$ cat src/rtl/core/u16je_pkg.sv
// ----------------------------------------------------------------------------
// u16je_pkg
// Shared types, constants and the code point encoder for the UTF-16 to
// JSON-escaped UTF-8 converter.
// ----------------------------------------------------------------------------
package u16je_pkg;

  localparam int MAX_BYTES = 9;
  localparam int CNT_W     = $clog2(MAX_BYTES + 1);
  localparam int IDX_W     = $clog2(MAX_BYTES);
  localparam int Q_DEPTH   = 4;
  localparam int Q_PTR_W   = $clog2(Q_DEPTH);
  localparam int Q_CNT_W   = $clog2(Q_DEPTH + 1);

  localparam logic [7:0] CH_BSLASH = 8'h5C;
  localparam logic [7:0] CH_QUOTE  = 8'h22;
  localparam logic [7:0] CH_LF     = 8'h0A;
  localparam logic [7:0] CH_CR     = 8'h0D;
  localparam logic [7:0] CH_N      = 8'h6E;
  localparam logic [7:0] CH_R      = 8'h72;
  localparam logic [7:0] CH_U      = 8'h75;
  localparam logic [7:0] CH_ZERO   = 8'h30;
  localparam logic [7:0] CH_A_OFS  = 8'h57;

  localparam logic [15:0] HIGH_FIRST = 16'hD800;
  localparam logic [15:0] HIGH_LAST  = 16'hDBFF;
  localparam logic [15:0] LOW_FIRST  = 16'hDC00;
  localparam logic [15:0] LOW_LAST   = 16'hDFFF;
  localparam logic [20:0] SUPP_BASE  = 21'h10000;

  typedef struct packed {
    logic [5:0][7:0] b;
    logic [2:0]      n;
  } enc_t;

  typedef struct packed {
    logic [MAX_BYTES-1:0][7:0] bytes;
    logic [CNT_W-1:0]          count;
  } record_t;

  function automatic logic [7:0] hex_char(input logic [3:0] d);
    logic [7:0] r;
    if (d < 4'd10) begin
      r = CH_ZERO + {4'h0, d};
    end else begin
      r = CH_A_OFS + {4'h0, d};
    end
    return r;
  endfunction

  function automatic enc_t encode_point(input logic [20:0] cp);
    enc_t e;
    e.b = '0;
    e.n = 3'd0;
    if (cp < 21'h20 || cp == {13'd0, CH_QUOTE} || cp == {13'd0, CH_BSLASH}) begin
      e.b[0] = CH_BSLASH;
      if (cp == {13'd0, CH_LF}) begin
        e.b[1] = CH_N;
        e.n    = 3'd2;
      end else if (cp == {13'd0, CH_CR}) begin
        e.b[1] = CH_R;
        e.n    = 3'd2;
      end else if (cp == {13'd0, CH_QUOTE} || cp == {13'd0, CH_BSLASH}) begin
        e.b[1] = cp[7:0];
        e.n    = 3'd2;
      end else begin
        e.b[1] = CH_U;
        e.b[2] = CH_ZERO;
        e.b[3] = CH_ZERO;
        e.b[4] = hex_char(cp[7:4]);
        e.b[5] = hex_char(cp[3:0]);
        e.n    = 3'd6;
      end
    end else if (cp <= 21'h7F) begin
      e.b[0] = cp[7:0];
      e.n    = 3'd1;
    end else if (cp <= 21'h7FF) begin
      e.b[0] = {3'b110, cp[10:6]};
      e.b[1] = {2'b10, cp[5:0]};
      e.n    = 3'd2;
    end else if (cp <= 21'hFFFF) begin
      e.b[0] = {4'b1110, cp[15:12]};
      e.b[1] = {2'b10, cp[11:6]};
      e.b[2] = {2'b10, cp[5:0]};
      e.n    = 3'd3;
    end else begin
      e.b[0] = {5'b11110, cp[20:18]};
      e.b[1] = {2'b10, cp[17:12]};
      e.b[2] = {2'b10, cp[11:6]};
      e.b[3] = {2'b10, cp[5:0]};
      e.n    = 3'd4;
    end
    return e;
  endfunction

endpackage

$ cat src/rtl/core/u16je_in_if.sv
// ----------------------------------------------------------------------------
// u16je_in_if
// Input channel: one UTF-16 code unit per beat with an end-of-string mark.
// ----------------------------------------------------------------------------
interface u16je_in_if;
  logic        valid;
  logic        ready;
  logic [15:0] code_unit;
  logic        last_unit;

  modport source (output valid, output code_unit, output last_unit, input ready);
  modport sink   (input valid, input code_unit, input last_unit, output ready);
endinterface

$ cat src/rtl/core/u16je_out_if.sv
// ----------------------------------------------------------------------------
// u16je_out_if
// Output channel: one byte of escaped UTF-8 per beat.
// ----------------------------------------------------------------------------
interface u16je_out_if;
  logic       valid;
  logic       ready;
  logic [7:0] out_byte;
  logic       run_last;

  modport source (output valid, output out_byte, output run_last, input ready);
  modport sink   (input valid, input out_byte, input run_last, output ready);
endinterface

$ cat src/rtl/core/u16je_front.sv
// ----------------------------------------------------------------------------
// u16je_front
// Accepts code units, pairs surrogates and encodes each unit into a record
// of up to nine escaped UTF-8 bytes.
// ----------------------------------------------------------------------------
module u16je_front import u16je_pkg::*; (
  input  logic            clk,
  input  logic            rst,
  u16je_in_if.sink        unit_in,
  input  logic            full,
  output logic            push,
  output record_t         rec
);

  logic        high_pending;
  logic [15:0] held_high_unit;

  logic        accept;
  logic        is_high;
  logic        is_low;
  logic        pair;
  logic        flush;
  logic        hold_now;
  logic        emit_second;
  logic [20:0] pair_cp;
  logic [20:0] second_cp;
  enc_t        enc_h;
  enc_t        enc_s;

  assign unit_in.ready = !full;
  assign accept        = unit_in.valid && !full;

  always_comb begin
    is_high     = unit_in.code_unit >= HIGH_FIRST && unit_in.code_unit <= HIGH_LAST;
    is_low      = unit_in.code_unit >= LOW_FIRST && unit_in.code_unit <= LOW_LAST;
    pair        = high_pending && is_low;
    flush       = high_pending && !is_low;
    hold_now    = !pair && is_high && !unit_in.last_unit;
    emit_second = !hold_now;
    pair_cp     = SUPP_BASE + {1'b0, held_high_unit[9:0], unit_in.code_unit[9:0]};
    second_cp   = pair ? pair_cp : {5'd0, unit_in.code_unit};
    enc_h       = encode_point({5'd0, held_high_unit});
    enc_s       = encode_point(second_cp);
  end

  always_comb begin
    rec.bytes = '0;
    rec.count = '0;
    if (flush) begin
      rec.bytes = emit_second ? {enc_s.b, enc_h.b[2:0]} : {48'h0, enc_h.b[2:0]};
      rec.count = CNT_W'(3) + (emit_second ? CNT_W'(enc_s.n) : CNT_W'(0));
    end else if (emit_second) begin
      rec.bytes = {24'h0, enc_s.b};
      rec.count = CNT_W'(enc_s.n);
    end
  end

  assign push = accept && rec.count != '0;

  always_ff @(posedge clk) begin
    if (rst) begin
      high_pending   <= 1'b0;
      held_high_unit <= '0;
    end else if (accept) begin
      high_pending <= hold_now;
      if (hold_now) begin
        held_high_unit <= unit_in.code_unit;
      end
    end
  end

endmodule

$ cat src/rtl/core/u16je_queue.sv
// ----------------------------------------------------------------------------
// u16je_queue
// Short record queue between the encoder front and the byte serialiser.
// ----------------------------------------------------------------------------
module u16je_queue import u16je_pkg::*; (
  input  logic    clk,
  input  logic    rst,
  input  logic    push,
  input  record_t push_rec,
  output logic    full,
  input  logic    pop,
  output logic    head_valid,
  output record_t head
);

  record_t              mem [Q_DEPTH];
  logic [Q_PTR_W-1:0]   wr_ptr;
  logic [Q_PTR_W-1:0]   rd_ptr;
  logic [Q_CNT_W-1:0]   count;
  logic [Q_CNT_W-1:0]   count_next;

  assign full       = count == Q_CNT_W'(Q_DEPTH);
  assign head_valid = count != '0;
  assign head       = mem[rd_ptr];

  always_comb begin
    count_next = count;
    if (push && !pop) begin
      count_next = count + Q_CNT_W'(1);
    end else if (pop && !push) begin
      count_next = count - Q_CNT_W'(1);
    end
  end

  always_ff @(posedge clk) begin
    if (push) begin
      mem[wr_ptr] <= push_rec;
    end
  end

  always_ff @(posedge clk) begin
    if (rst) begin
      wr_ptr <= '0;
      rd_ptr <= '0;
      count  <= '0;
    end else begin
      count <= count_next;
      if (push) begin
        wr_ptr <= wr_ptr + Q_PTR_W'(1);
      end
      if (pop) begin
        rd_ptr <= rd_ptr + Q_PTR_W'(1);
      end
    end
  end

endmodule

$ cat src/rtl/core/u16je_back.sv
// ----------------------------------------------------------------------------
// u16je_back
// Walks the head record one byte per beat into a registered output stage.
// ----------------------------------------------------------------------------
module u16je_back import u16je_pkg::*; (
  input  logic       clk,
  input  logic       rst,
  input  logic       head_valid,
  input  record_t    head,
  output logic       pop,
  u16je_out_if.source byte_out
);

  logic [IDX_W-1:0] idx;
  logic             o_valid;
  logic [7:0]       o_byte;
  logic             o_last;

  logic             load;
  logic             at_end;

  assign load   = head_valid && (!o_valid || byte_out.ready);
  assign at_end = idx == IDX_W'(head.count - CNT_W'(1));
  assign pop    = load && at_end;

  assign byte_out.valid    = o_valid;
  assign byte_out.out_byte = o_byte;
  assign byte_out.run_last = o_last;

  always_ff @(posedge clk) begin
    if (load) begin
      o_byte <= head.bytes[idx];
      o_last <= at_end;
    end
  end

  always_ff @(posedge clk) begin
    if (rst) begin
      idx     <= '0;
      o_valid <= 1'b0;
    end else begin
      if (load) begin
        o_valid <= 1'b1;
        idx     <= at_end ? '0 : idx + IDX_W'(1);
      end else if (byte_out.ready) begin
        o_valid <= 1'b0;
      end
    end
  end

endmodule

$ cat src/rtl/core/utf16_to_utf8_json_escaper_top.sv
// ----------------------------------------------------------------------------
// utf16_to_utf8_json_escaper_top
// UTF-16 code units in, JSON-escaped UTF-8 bytes out.
// ----------------------------------------------------------------------------
// One code unit is accepted per cycle while the four-record queue has room;
// each unit is encoded in the cycle it is accepted and yields 0 to 9 bytes.
// Bytes leave one per beat from a registered output stage, so a unit that
// yields n bytes produces n output beats and a held high surrogate produces
// none; the output serialiser sets the sustained rate. With the queue empty
// and the output stage free, an accepted unit's record is registered in the
// queue and its first byte then in the output stage, where it is offered.
// run_last marks the final byte of each queued record.
module utf16_to_utf8_json_escaper_top import u16je_pkg::*; (
  input  logic        clk,
  input  logic        rst,
  u16je_in_if.sink    unit_in,
  u16je_out_if.source byte_out
);

  logic    push;
  logic    q_full;
  logic    pop;
  logic    q_head_valid;
  record_t push_rec;
  record_t q_head;

  u16je_front u_front (
    .clk     (clk),
    .rst     (rst),
    .unit_in (unit_in),
    .full    (q_full),
    .push    (push),
    .rec     (push_rec)
  );

  u16je_queue u_queue (
    .clk        (clk),
    .rst        (rst),
    .push       (push),
    .push_rec   (push_rec),
    .full       (q_full),
    .pop        (pop),
    .head_valid (q_head_valid),
    .head       (q_head)
  );

  u16je_back u_back (
    .clk        (clk),
    .rst        (rst),
    .head_valid (q_head_valid),
    .head       (q_head),
    .pop        (pop),
    .byte_out   (byte_out)
  );

  a_no_overflow: assert property (@(posedge clk) disable iff (rst)
    push |-> !q_full)
    else $error("record pushed into a full queue");

  a_no_underflow: assert property (@(posedge clk) disable iff (rst)
    pop |-> q_head_valid)
    else $error("record popped from an empty queue");

  a_rec_len: assert property (@(posedge clk) disable iff (rst)
    push |-> (push_rec.count != '0 && push_rec.count <= CNT_W'(MAX_BYTES)))
    else $error("record length out of range");

  a_head_len: assert property (@(posedge clk) disable iff (rst)
    q_head_valid |-> q_head.count != '0)
    else $error("empty record at queue head");

endmodule
$ cat src/flat_wrapper.sv
// flat-port wrapper written by rule: the top's interface ports become plain ports
module utf16_to_utf8_json_escaper_top_flat import u16je_pkg::*;
  (clk, rst, unit_in_valid, unit_in_code_unit, unit_in_last_unit, unit_in_ready, byte_out_valid, byte_out_out_byte, byte_out_run_last, byte_out_ready);
  u16je_in_if unit_in_i ();
  u16je_out_if byte_out_i ();
  input  logic clk;
  input  logic rst;
  input wire logic [$bits(unit_in_i.valid)-1:0] unit_in_valid;
  input wire logic [$bits(unit_in_i.code_unit)-1:0] unit_in_code_unit;
  input wire logic [$bits(unit_in_i.last_unit)-1:0] unit_in_last_unit;
  output wire logic [$bits(unit_in_i.ready)-1:0] unit_in_ready;
  output wire logic [$bits(byte_out_i.valid)-1:0] byte_out_valid;
  output wire logic [$bits(byte_out_i.out_byte)-1:0] byte_out_out_byte;
  output wire logic [$bits(byte_out_i.run_last)-1:0] byte_out_run_last;
  input wire logic [$bits(byte_out_i.ready)-1:0] byte_out_ready;
  assign unit_in_i.valid = unit_in_valid;
  assign unit_in_i.code_unit = unit_in_code_unit;
  assign unit_in_i.last_unit = unit_in_last_unit;
  assign unit_in_ready = unit_in_i.ready;
  assign byte_out_valid = byte_out_i.valid;
  assign byte_out_out_byte = byte_out_i.out_byte;
  assign byte_out_run_last = byte_out_i.run_last;
  assign byte_out_i.ready = byte_out_ready;
  utf16_to_utf8_json_escaper_top u_core (.clk(clk), .rst(rst), .unit_in(unit_in_i), .byte_out(byte_out_i));
endmodule
$ cat config.mk
export PLATFORM = sky130hd
export DESIGN_NAME = utf16_to_utf8_json_escaper_top_flat
export DESIGN_NICKNAME = d
export VERILOG_FILES = /design/src/rtl/core/u16je_pkg.sv /design/src/rtl/core/u16je_in_if.sv /design/src/rtl/core/u16je_out_if.sv /design/src/rtl/core/u16je_front.sv /design/src/rtl/core/u16je_queue.sv /design/src/rtl/core/u16je_back.sv /design/src/rtl/core/utf16_to_utf8_json_escaper_top.sv /design/src/flat_wrapper.sv
export SDC_FILE = /design/constraint.sdc
export NUM_CORES = 1
export LEC_CHECK = 0
export ABC_AREA = 1
export BUFFER_PORTS_ARGS = -buffer_cell sky130_fd_sc_hd__clkbuf_2
export CAP_MARGIN = 20
export CORE_MARGIN = 2
export CORE_UTILIZATION = 45
export DETAILED_ROUTE_END_ITERATION = 16
export GPL_TIMING_DRIVEN = 0
export SYNTH_ARGS = -nofsm -noshare
export SYNTH_HDL_FRONTEND = slang
export SYNTH_SLANG_ARGS = --single-unit
$ cat constraint.sdc
create_clock -name clk -period 16.83 [get_ports clk]
set_input_delay 3.366 -clock clk [delete_from_list [all_inputs] [get_ports clk]]
set_output_delay 3.366 -clock clk [all_outputs]
set_load 0.005 [all_outputs]
==> results summary <==
The detail-routed net length per standard cell came out at 23.2 um. The fraction of final layout cells sized beyond drive strength 1 is 9.82%. The portion of netlist area occupied by mux cells came out at 0%.

Setup repair after global routing left no endpoint under its margin. The routed wire length came out at 46800 um. The cell at the root of the clock tree is sky130_fd_sc_hd__clkbuf_16. Once the clock tree was built, the setup fixing pass inserted 0 buffers. The prevailing post-synth register cell is sky130_fd_sc_hd__edfxtp_1. TritonCTS built the clock tree.

The data required time at the worst endpoint is 17.06 ns. After clock tree synthesis, the flow added hold-fix buffers numbering 0. The type of element launching the critical path is a primary input.

The DRC marker count from the first detailed-route iteration came out at 1315. The via count of the first global-routing pass is 11200. STA classifies the critical path endpoint as a register. After synthesis, the share of flip-flops with an asynchronous set or reset is 0%. Measured on the finished design, the core utilization comes to 51.9%. The wire length of the first global-routing pass is 69500 um.

Summed over all nets, the half-perimeter wirelength after detailed placement is 33300 um. The core region is 0.0334 mm^2. The clock latency on the worst-skew pair is 0.52 ns.

The largest driver fanout on the critical path is 20. The number of vias in the routed layout is 11800. The initial core utilization is 45.6%. For the worst setup path, the data arrival time is 7.56 ns. The number of diodes came out at 0.

The worst-path cell with the longest stage delay is sky130_fd_sc_hd__clkbuf_1. The leakage power of the design came out at 6.44 nW. The initial antenna violation count is 1.

The worst setup path is of the primary input to register kind. The remaining global-route overflow came out at 0. The number of distinct library cell variants in the gate-level netlist after synthesis is 56.

After synthesis, the largest family of logic cells by area is compound AO/OA/AOI/OAI gates. Across the run, the number of max-cap violations was 0. Clock-pin slew was measured on the worst setup and hold paths at 0.05 ns. The number of register bits inferred by synthesis came out at 328. The number of sinks driven by the clock tree came out at 328. Summing the sequential cell areas from Yosys gives 62.5% of the chip area. The number of warning messages in the yosys log came out at 0. The sum of buffers and inverters on the critical path is 9.

The cell area after technology mapping came out at 0.0153 mm^2. The number of resized instances in the post-cts repair step came out at 0. The number of fill cells came out at 2948. The number of buffers created by CTS came out at 36. The weighted congestion reported at the end of routability-driven placement came out at 1.01. The placed cell count is 1953. The number of detailed-route iterations in the first pass came out at 6. Global routing used 26.3% of the available tracks. Hold timing on the final database bottoms out at a slack of 0.464 ns. The highest clock frequency the design can meet is 136 MHz. The final critical path time including I/O delays and setup came out at 7.33 ns. The simple-gate share of the synthesized area is 14.7%.

The die outline height came out at 188 um. The post-synthesis share of cell area spent on full adders, half adders and majority gates is 1.85%. The setup TNS after final layout came out at 0 ns. The overall die area is 0.0354 mm^2. The worst hold path class is register to register. The cell row count came out at 67.

The area growth from synthesis to layout is 13.9%. The pin count of the biggest net entering global routing is 28. In this run the number of H-tree levels came out at 2.

The number of flops mapped to enable cells by yosys came out at 297. After detailed routing, the number of remaining DRC violations is 0. The number of hold-slack violations in the final timing report is 0. The count of endpoints failing setup in the final report came out at 0. The via-per-instance ratio came out at 5.87. The run finished with clean final reports. The share of the cycle needed by the critical path after routing is 43.6%. The deepest clock path buffer count is 3. The commonest non-fill, non-tap cell in the layout is sky130_fd_sc_hd__edfxtp_1. The tightest slew margin relative to the limit is 34.8%. The transition time at the pin with the least slew margin is 0.975 ns. The most common cell type on the critical path is sky130_fd_sc_hd__nand2_1. The synthesized netlist devotes 15.3% of its cell area to compound gates. The top cell types in the final layout, fill and taps aside, are sky130_fd_sc_hd__edfxtp_1 (297), sky130_fd_sc_hd__nor2_1 (227), sky130_fd_sc_hd__o21ai_0 (208). The longest individual stage delay on the worst path came out at 0.48 ns.

The detail route stage leaves a number of antenna-violating nets equal to 0. The die width is 188 um. The number of nets in the layout is 1586. The family with the most delay on the worst path is simple AND/OR/NAND/NOR gates. The worst clock skew came out at 0.0216 ns. Synthesis produced 1451 cells. The final non-filler cell total is 2017. The number of top-level pins is 32. Dividing total power by cell area gives a power density of 125 mW/mm^2. After synthesis, the mean cell area works out to 10.5 um^2. The number of pins with negative max-slew slack in the final report came to 0. The fraction of synthesized cell area in xor and xnor cells came out at 0.517%.

The number of input and output port buffers inserted came out at 28. The critical path goes through clkbuf_2 > clkbuf_1 > nand2_1 > nor2_1 > nand2_1 > nor2_1 > nand4_1 > nor2_1 > nand2_1 > nand2_1 > inv_2 > buf_6 > buf_2 > a31oi_1 > ha_1 > nand2_1 > nand2_1 > nand3_4 > nand2_2 > nor2_4 > buf_12 > buf_16 > buf_16 > buf_16. The peak supply drop is 64.2 uV.
tightest hold or removal path: stages, from the launching register on:
cell and delay [ns]:
sky130_fd_sc_hd__dfxtp_1 0.29, sky130_fd_sc_hd__inv_1 0.05, sky130_fd_sc_hd__a21oi_1 0.07
Yosys cell counts (all sizes together), types with 3 or more instances:
library cell / count / area share [%]
edfxtp: 297 / 58
nor2: 241 / 6.4
o21ai: 218 / 7.2
nand2: 164 / 4.3
inv: 98 / 2.4
o22ai: 62 / 2.5
clkbuf: 60 / 1.5
nand3: 50 / 2.0
a21oi: 45 / 1.5
nand4: 34 / 1.5
dfxtp: 31 / 4.1
o221ai: 23 / 1.3
buf: 22 / 0.95
ha: 21 / 1.7
o211ai: 17 / 0.87
a31oi: 9 / 0.37
nor3: 8 / 0.26
xor2: 7 / 0.40
a32o: 6 / 0.39
clkinv: 6 / 0.19
a211oi: 4 / 0.20
nor4: 4 / 0.16
o2111ai: 4 / 0.23
o31ai: 3 / 0.15
final cells by class:
cell class | instances | area, um^2 | share of cell area (%)
Timing Repair Buffer | 39 | 390 | 2.25
Buffer | 82 | 370 | 2.13
Tap cell | 448 | 561 | 3.23
Clock inverter | 21 | 129 | 0.742
Multi-Input combinational cell | 952 | 5040 | 29.0
Sequential cell | 328 | 9540 | 54.9
Inverter | 104 | 397 | 2.28
Clock buffer | 43 | 948 | 5.46
registers in the layout, summed over array words and instances, names as in the netlist, named ones only:
name,cells
u_core.u_back.byte_out.valid,1
u_core.u_queue.wr_ptr,2
u_core.u_back.idx,4
u_core.u_front.held_high_unit,16
u_core.u_queue.mem,288
u_core.u_queue.rd_ptr,2
u_core.u_queue.count,3
u_core.u_back.byte_out.run_last,1
u_core.u_front.high_pending,1
u_core.u_back.byte_out.out_byte,8
cells by family after synthesis:
logic type | after synthesis
other cells | 1
compound gates | 401
xor+xnor | 9
flops | 328
simple gates | 504
fa+ha+maj | 22
buf+inv | 186
where the power goes:
group / total, mW / internal [mW] / switching, mW
clock: 0.728 / 0.417 / 0.310
combinational: 0.445 / 0.122 / 0.323
sequential: 1.00 / 0.979 / 0.0206
total: 2.17 / 1.52 / 0.654
layer usage:
layer	part of all wire [%]	wire length, um	vias up	track usage, %
li1	-	-	5416	-
met1	41	19200	5732	36.0
met2	46	21600	584	41.8
met3	8.6	4040	103	3.76
met4	4.3	2000	2	11.7
met5	0.085	40	-	0
per-stage QoR:
step           area, um^2  total power, mW  worst slack (ns)
2_1_floorplan       15300             1.27              8.00
3_3_place_gp        16000             1.45              4.40
3_5_place_dp        16300             1.46              8.97
4_1_cts             17400             2.17              9.51
5_1_grt             17400             2.25              9.23
6_report            17400             2.17              9.50
final timing paths:
kind	start	end	slack, ns	depth (start not counted)
min	u_core.u_queue.rd_ptr[1]$_SDFFE_PP0P_	u_core.u_queue.rd_ptr[1]$_SDFFE_PP0P_	0.46	2
max reg2reg	u_core.u_front.held_high_unit[6]$_SDFFE_PP0P_	u_core.u_queue.mem[3][71]$_DFFE_PP_	11.92	20
max	unit_in_code_unit[5]	u_core.u_queue.mem[3][71]$_DFFE_PP_	9.50	24
min reg2reg	u_core.u_queue.rd_ptr[1]$_SDFFE_PP0P_	u_core.u_queue.rd_ptr[1]$_SDFFE_PP0P_	0.46	2
Note: power is estimated with default switching activity, not from simulation.
